File: config.mk
export PLATFORM = sky130hd
export DESIGN_NAME = proximity_baseline_tracker
export DESIGN_NICKNAME = d
export VERILOG_FILES = /design/src/rtl/pbt_pkg.sv /design/src/rtl/pbt_step.sv /design/src/rtl/proximity_baseline_tracker.sv
export SDC_FILE = /design/constraint.sdc
export NUM_CORES = 1
export LEC_CHECK = 0
export ABC_AREA = 1
export BUFFER_PORTS_ARGS = -buffer_cell sky130_fd_sc_hd__buf_2
export CORE_UTILIZATION = 64
export DETAILED_ROUTE_END_ITERATION = 10
export PLACE_DENSITY = 0.91
export SYNTH_ARGS = -nofsm -noshare
export SYNTH_HDL_FRONTEND = slang
export SYNTH_HIERARCHICAL = 1
export SYNTH_SLANG_ARGS = --single-unit
File: constraint.sdc
create_clock -name clk_i -period 13.4 [get_ports clk_i]
set_clock_uncertainty 0.05 [all_clocks]
set_input_delay 1.34 -clock clk_i [delete_from_list [all_inputs] [get_ports clk_i]]
set_output_delay 1.34 -clock clk_i [all_outputs]
set_load 0.1 [all_outputs]
File: src/rtl/pbt_pkg.sv
`default_nettype none

package pbt_pkg;

  // Default channel count and the fixed extra shift on the incoming sum
  localparam int NumChannelsDef = 2;
  localparam int SumShift       = 1;

  // Field and port widths
  localparam int ChanW    = 1;
  localparam int RawW     = 17;
  localparam int LevelW   = 31;
  localparam int CfgAddrW = 3;
  localparam int CfgDataW = 16;

  // Configuration register indexes
  typedef enum logic [CfgAddrW-1:0] {
    REG_TRACK_ENABLE   = 3'd0,
    REG_ALPHA_SHIFT    = 3'd1,
    REG_ALPHA_MULT     = 3'd2,
    REG_QUIET_LIMIT    = 3'd3,
    REG_DRIFT_LEVEL    = 3'd4,
    REG_NEGATIVE_LIMIT = 3'd5
  } cfg_reg_e;

  typedef struct packed {
    logic               track_enable;
    logic [2:0]         alpha_shift;
    logic [3:0]         alpha_mult;
    logic [4:0]         quiet_limit;
    logic [14:0]        drift_level;
    logic signed [15:0] negative_limit;
  } cfg_t;

  // Per-channel tracking state
  typedef struct packed {
    logic [31:0] filtered;
    logic [31:0] baseline;
    logic [31:0] peak;
    logic [31:0] cur_level;
    logic [7:0]  quiet_count;
    logic        calib;
  } chan_state_t;

  localparam cfg_t CfgReset = '{
    track_enable:   1'b1,
    alpha_shift:    3'd2,
    alpha_mult:     4'd3,
    quiet_limit:    5'd1,
    drift_level:    15'd10,
    negative_limit: 16'hFFF6
  };

  localparam chan_state_t ChanReset = '{
    filtered:    32'd0,
    baseline:    32'd0,
    peak:        32'd0,
    cur_level:   32'd0,
    quiet_count: 8'd0,
    calib:       1'b1
  };

endpackage

`default_nettype wire

File: src/rtl/pbt_step.sv
`default_nettype none

// One tracking step for one channel: filter update, baseline logic, clamp.
module pbt_step (
  input  wire pbt_pkg::cfg_t        cfg_i,
  input  wire pbt_pkg::chan_state_t st_i,
  input  wire logic signed [pbt_pkg::RawW-1:0] raw_sum_i,
  output pbt_pkg::chan_state_t      st_o
);

  logic signed [31:0]            fv_sh;
  logic [31:0]                   prod;
  logic [3:0]                    sum_amt;
  logic signed [pbt_pkg::RawW-1:0] raw_shr;
  logic [31:0]                   raw_sh;
  logic [31:0]                   filt;
  logic signed [31:0]            neg_ext;
  logic signed [31:0]            drift_ext;
  logic [7:0]                    qlim_x8;
  logic [7:0]                    qc;
  logic [31:0]                   cl;
  logic [31:0]                   bl;
  logic [31:0]                   pk;
  logic                          cal;

  // IIR filter: shifted old value times multiplier plus shifted new sum
  always_comb begin
    fv_sh   = $signed(st_i.filtered) >>> cfg_i.alpha_shift;
    prod    = fv_sh * {28'd0, cfg_i.alpha_mult};
    sum_amt = 4'(pbt_pkg::SumShift) + {1'b0, cfg_i.alpha_shift};
    raw_shr = raw_sum_i >>> sum_amt;
    raw_sh  = {{(32 - pbt_pkg::RawW){raw_shr[pbt_pkg::RawW-1]}}, raw_shr};
    filt    = prod + raw_sh;
  end

  // Baseline, peak and calibration logic
  always_comb begin
    neg_ext   = {{16{cfg_i.negative_limit[15]}}, cfg_i.negative_limit};
    drift_ext = {17'd0, cfg_i.drift_level};
    qlim_x8   = {cfg_i.quiet_limit, 3'b000};
    cl        = st_i.cur_level;
    bl        = st_i.baseline;
    pk        = st_i.peak;
    qc        = st_i.quiet_count;
    cal       = st_i.calib;

    if (cfg_i.track_enable) begin
      cl = filt - st_i.baseline;
      if ($signed(cl) < neg_ext) begin
        // large negative excursion: snap the baseline
        bl = filt;
        qc = 8'd0;
        cl = 32'd0;
      end else if (!st_i.calib) begin
        if ($signed(pk) < $signed(cl)) begin
          pk = cl;
        end
        if (qc < {3'd0, cfg_i.quiet_limit}) begin
          qc = qc + 8'd1;
        end else begin
          qc = 8'd0;
        end
        // end of peak window: re-base when the peak stayed low
        if (qc == 8'd0 && $signed(pk) < drift_ext) begin
          bl = filt + 32'(drift_ext);
          cl = 32'd0;
        end
        if (qc == 8'd0) begin
          pk = 32'd0;
        end
      end else begin
        // calibrating: baseline follows the filter
        bl = filt;
        if (cl[31] || cl == 32'd0) begin
          qc = qc + 8'd1;
        end else begin
          qc = 8'd0;
        end
        if (qc > qlim_x8) begin
          cal = 1'b0;
          qc  = 8'd0;
        end
      end
    end

    // clamp at zero
    if (cl[31]) begin
      cl = 32'd0;
    end

    st_o.filtered    = filt;
    st_o.baseline    = bl;
    st_o.peak        = pk;
    st_o.cur_level   = cl;
    st_o.quiet_count = qc;
    st_o.calib       = cal;
  end

endmodule

`default_nettype wire

File: src/rtl/proximity_baseline_tracker.sv
// Path: an accepted item is held in the input register until the step fires, which
// loads its result into the result register; an output stall holds it back.
// Throughput: one item per cycle unless the output stalls; channel state is read,
// updated and written back with the result, so same-channel items follow directly.
// Reset: asynchronous, clears the pipeline, loads register defaults and sets
// every channel to zero state with calibration active.
`default_nettype none

module proximity_baseline_tracker #(
  parameter int NUM_CHANNELS = pbt_pkg::NumChannelsDef
) (
  input  wire logic                            clk_i,
  input  wire logic                            rst_ni,
  input  wire logic                            cfg_we_i,
  input  wire logic [pbt_pkg::CfgAddrW-1:0]    cfg_addr_i,
  input  wire logic [pbt_pkg::CfgDataW-1:0]    cfg_wdata_i,
  input  wire logic                            in_valid_i,
  output logic                                 in_ready_o,
  input  wire logic [pbt_pkg::ChanW-1:0]       channel_i,
  input  wire logic signed [pbt_pkg::RawW-1:0] raw_sum_i,
  output logic                                 out_valid_o,
  input  wire logic                            out_ready_i,
  output logic [pbt_pkg::ChanW-1:0]            channel_out_o,
  output logic [pbt_pkg::LevelW-1:0]           level_o,
  output logic                                 calibrating_o
);

  localparam int IdxW = (NUM_CHANNELS > 1) ? $clog2(NUM_CHANNELS) : 1;

  pbt_pkg::cfg_t        cfg_q;
  pbt_pkg::chan_state_t st_q [NUM_CHANNELS];
  pbt_pkg::chan_state_t st_next;

  logic                              in_vld_q;
  logic [pbt_pkg::ChanW-1:0]         in_chan_q;
  logic signed [pbt_pkg::RawW-1:0]   in_raw_q;
  logic                              out_vld_q;
  logic [pbt_pkg::ChanW-1:0]         out_chan_q;
  logic [pbt_pkg::LevelW-1:0]        out_level_q;
  logic                              out_cal_q;
  logic                              fire;
  logic                              in_xfer;
  logic [IdxW-1:0]                   ch_idx;

  // Configuration writes
  always_ff @(posedge clk_i or negedge rst_ni) begin
    if (!rst_ni) begin
      cfg_q <= pbt_pkg::CfgReset;
    end else if (cfg_we_i) begin
      case (cfg_addr_i)
        pbt_pkg::REG_TRACK_ENABLE:   cfg_q.track_enable   <= cfg_wdata_i[0];
        pbt_pkg::REG_ALPHA_SHIFT:    cfg_q.alpha_shift    <= cfg_wdata_i[2:0];
        pbt_pkg::REG_ALPHA_MULT:     cfg_q.alpha_mult     <= cfg_wdata_i[3:0];
        pbt_pkg::REG_QUIET_LIMIT:    cfg_q.quiet_limit    <= cfg_wdata_i[4:0];
        pbt_pkg::REG_DRIFT_LEVEL:    cfg_q.drift_level    <= cfg_wdata_i[14:0];
        pbt_pkg::REG_NEGATIVE_LIMIT: cfg_q.negative_limit <= cfg_wdata_i;
        default: ;
      endcase
    end
  end

  // Handshake: the step fires when the result register is free or draining
  assign fire       = in_vld_q && (!out_vld_q || out_ready_i);
  assign in_ready_o = !in_vld_q || fire;
  assign in_xfer    = in_valid_i && in_ready_o;

  // Channels beyond the count fold back onto the available state
  assign ch_idx = (NUM_CHANNELS > 1) ? IdxW'(in_chan_q) : '0;

  // Input register
  always_ff @(posedge clk_i or negedge rst_ni) begin
    if (!rst_ni) begin
      in_vld_q <= 1'b0;
    end else if (in_xfer) begin
      in_vld_q <= 1'b1;
    end else if (fire) begin
      in_vld_q <= 1'b0;
    end
  end

  always_ff @(posedge clk_i) begin
    if (in_xfer) begin
      in_chan_q <= channel_i;
      in_raw_q  <= raw_sum_i;
    end
  end

  pbt_step u_step (
    .cfg_i     (cfg_q),
    .st_i      (st_q[ch_idx]),
    .raw_sum_i (in_raw_q),
    .st_o      (st_next)
  );

  // Per-channel state write-back
  always_ff @(posedge clk_i or negedge rst_ni) begin
    if (!rst_ni) begin
      for (int i = 0; i < NUM_CHANNELS; i++) begin
        st_q[i] <= pbt_pkg::ChanReset;
      end
    end else if (fire) begin
      st_q[ch_idx] <= st_next;
    end
  end

  // Result register
  always_ff @(posedge clk_i or negedge rst_ni) begin
    if (!rst_ni) begin
      out_vld_q <= 1'b0;
    end else if (fire) begin
      out_vld_q <= 1'b1;
    end else if (out_ready_i) begin
      out_vld_q <= 1'b0;
    end
  end

  always_ff @(posedge clk_i) begin
    if (fire) begin
      out_chan_q  <= in_chan_q;
      out_level_q <= st_next.cur_level[pbt_pkg::LevelW-1:0];
      out_cal_q   <= st_next.calib;
    end
  end

  assign out_valid_o   = out_vld_q;
  assign channel_out_o = out_chan_q;
  assign level_o       = out_level_q;
  assign calibrating_o = out_cal_q;

  // Checks
  a_fire_loads_result: assert property (
    @(posedge clk_i) disable iff (!rst_ni) fire |=> out_vld_q
  ) else $error("step fired but no result was registered");

  a_empty_input_ready: assert property (
    @(posedge clk_i) disable iff (!rst_ni) !in_vld_q |-> in_ready_o
  ) else $error("empty input register refused a transfer");

  a_untracked_baseline: assert property (
    @(posedge clk_i) disable iff (!rst_ni)
    fire && !cfg_q.track_enable |=>
      st_q[$past(ch_idx)].baseline == $past(st_q[ch_idx].baseline)
  ) else $error("baseline changed while tracking was disabled");

endmodule

`default_nettype wire
==> out/results.ini <==
[outcome]
status=complete, but fails checks
violations=design-rule violations

[synth]
yosysUniqueCellTypes=61
synth_top_cell_by_area=dfrtp_1
synth_edf_count=51
ys_seq_area_frac=0.313
synthCells=4341
syn_area_um2=30500
synth_seq_cells=371
async_reset_ff_frac=0.863
synth.area.top_cells=dfrtp_1 24%, nand2_1 21%, ha_1 6.7%
yosysTopAreaCellShare=0.243
avgSynthCellArea_um2=7.04
synthFlopType=dfrtp_1
syn_nets=4634
yosys_warnings=6

[clock_tree]
cts_tree=done
insertion_delay_ps=600
clk_pin_slew_ps=60
cts_max_level=2
post_cts_buffers=0
clock_sinks=371
numCtsBuffers=42
cts_resized=0
cts_hold_buf=0
cts-root-buf=clkbuf_16
cts_buffer_depth=3

[finish]
layout_common_cells=1700 x nand2_1, 368 x inv_1, 301 x nand4_1
fin_cells=4896
final_core_utilization=0.687
drive_gt1_frac=0.0751
diodes=0
area_growth_syn_to_layout_pct=5.39
fin_nets=4549
nFillCells=3744
mostFrequentLayoutCell=nand2_1

[setup_path]
crit_type=reg -> reg
cp_max_fo=90
cp.required_ps=13890
path_common_cell=nand2_1
cp_slowest_cell=fa_1
arrival_ps=13000
cpPeakStageDelay_ps=550
cp-end-kind=flop
critPathLaunchType=flop

[timing]
rsz0062_at_grt=false
slew_viol_final=0
period_needed_ps=12510
worst_slack_ps=891
fin_tns_setup_ps=0
finalSetupViolCount=0
fmax_ghz=0.0799
timing.final.crit_share=0.933
finalHoldViolations=0
tightestPinTransition_ps=1260
relSlewSlack=0.156

[floorplan]
fp.dieH_um=220
rows=79
dieArea_um2=48600
io_pins=77
dieWidth_um=220
core_area_um2=46900
initial_utilization=0.652

[worst_hold_path]
hp-class=reg -> reg

[global_route]
antenna_found_initial=0
grt_max_degree=115
grt_first_pass_wirelength_mm=141
grt_usage=0.362
grt_pass1_vias=28032
overflow=0

[run]
cap_violations=0

[drt]
vias=29948
final_antenna_net_count=0
drc_errors=2
first_iter_violations=3782
routed_wl_mm=87.6
detail_route.vias_per_cell=6.12
dr.pass1.iters=11
wl_per_cell_um=17.9

[place]
dpl.cell_count=4818
finalWeightedCongestion=0.998
hpwl_mm=59.9
dp_slack_ps=861
portBuffers=76

==> cell usage after synthesis, types with 51 or more instances <==
| master | n |
|---|---|
| o21ai_0 | 162 |
| nand2_1 | 1700 |
| edfxtp_1 | 51 |
| inv_1 | 369 |
| buf_2 | 123 |
| xor2_1 | 71 |
| nand4_1 | 301 |
| clkbuf_1 | 65 |
| a21oi_1 | 135 |
| fa_1 | 88 |
| dfrtp_1 | 297 |
| nand3_1 | 166 |
| ha_1 | 163 |
| nor2_1 | 231 |
==> cells by family after synthesis <==
group                    share of synthesized area
AND/OR/NAND/NOR                              0.350
buffers and inverters                       0.0918
AO/OA/AOI/OAI                               0.0890
flip-flops                                   0.313
adder cells (fa/ha/maj)                      0.124
XOR/XNOR                                    0.0280
multiplexers                               0.00360
other                                     0.000123
==> critical path, delay by kind of cell (launching register included) <==
kind | cells | cell delay (ps)
flops | 1 | 520
simple gates | 28 | 3860
xor+xnor | 2 | 950
compound gates | 14 | 2990
buf+inv | 6 | 920
fa+ha+maj | 7 | 2960
==> final cells by class <==
| class | instances | area, µm² | share of cell area |
|---|---|---|---|
| clock inverter | 22 | 220 | 0.00684 |
| inverter | 384 | 1450 | 0.0452 |
| sequential | 371 | 9570 | 0.297 |
| tap | 607 | 759 | 0.0236 |
| clock buffer | 55 | 1170 | 0.0363 |
| multi-input combinational | 3333 | 18300 | 0.567 |
| timing repair buffer | 124 | 763 | 0.0237 |
==> registers in the layout, indices dropped and copies added (netlist names) <==
name	count
st_q	274
cfg_q	44
level_o	31
in_raw_q	17
calibrating_o	1
ch_idx	1
channel_out_o	1
in_vld_q	1
out_valid_o	1
==> layer usage <==
layer	vias to the layer above	part of all wire	routed length, µm	track usage
met5	-	0	0	0
met3	339	0.091	7940	0.0609
met4	0	0.061	5380	0.216
met1	13968	0.40	34800	0.470
li1	13937	-	-	-
met2	1704	0.45	39500	0.568
==> final timing paths <==
| check | from | endpoint | slack, ps | depth (start not counted) |
|---|---|---|---|---|
| worst max-delay path | ch_idx$_DFFE_PP_ | st_q[176]$_DFFE_PN0P_ | 890 | 57 |
| worst min-delay path | cfg_q[15]$_DFFE_PN1P_ | cfg_q[15]$_DFFE_PN1P_ | 420 | 2 |
| worst max register to register | ch_idx$_DFFE_PP_ | st_q[176]$_DFFE_PN0P_ | 890 | 57 |
| worst min register to register | cfg_q[15]$_DFFE_PN1P_ | cfg_q[15]$_DFFE_PN1P_ | 420 | 2 |
| max in group asynchronous | rst_ni | st_q[118]$_DFFE_PN0P_ | 10120 | 3 |
| min in group asynchronous | rst_ni | st_q[169]$_DFFE_PN0P_ | 730 | 1 |
==> stage by stage <==
stage                     hold slack (ps)  area (µm²)
after floorplan                       390       30500
after global placement                401       30800
after detailed placement              407       30800
after CTS                             416       32200
after global routing                  433       32200
final                                 417       32200
Power is not shown: default switching activity piles up to over one toggle a cycle in this logic, so the estimate is an artifact.
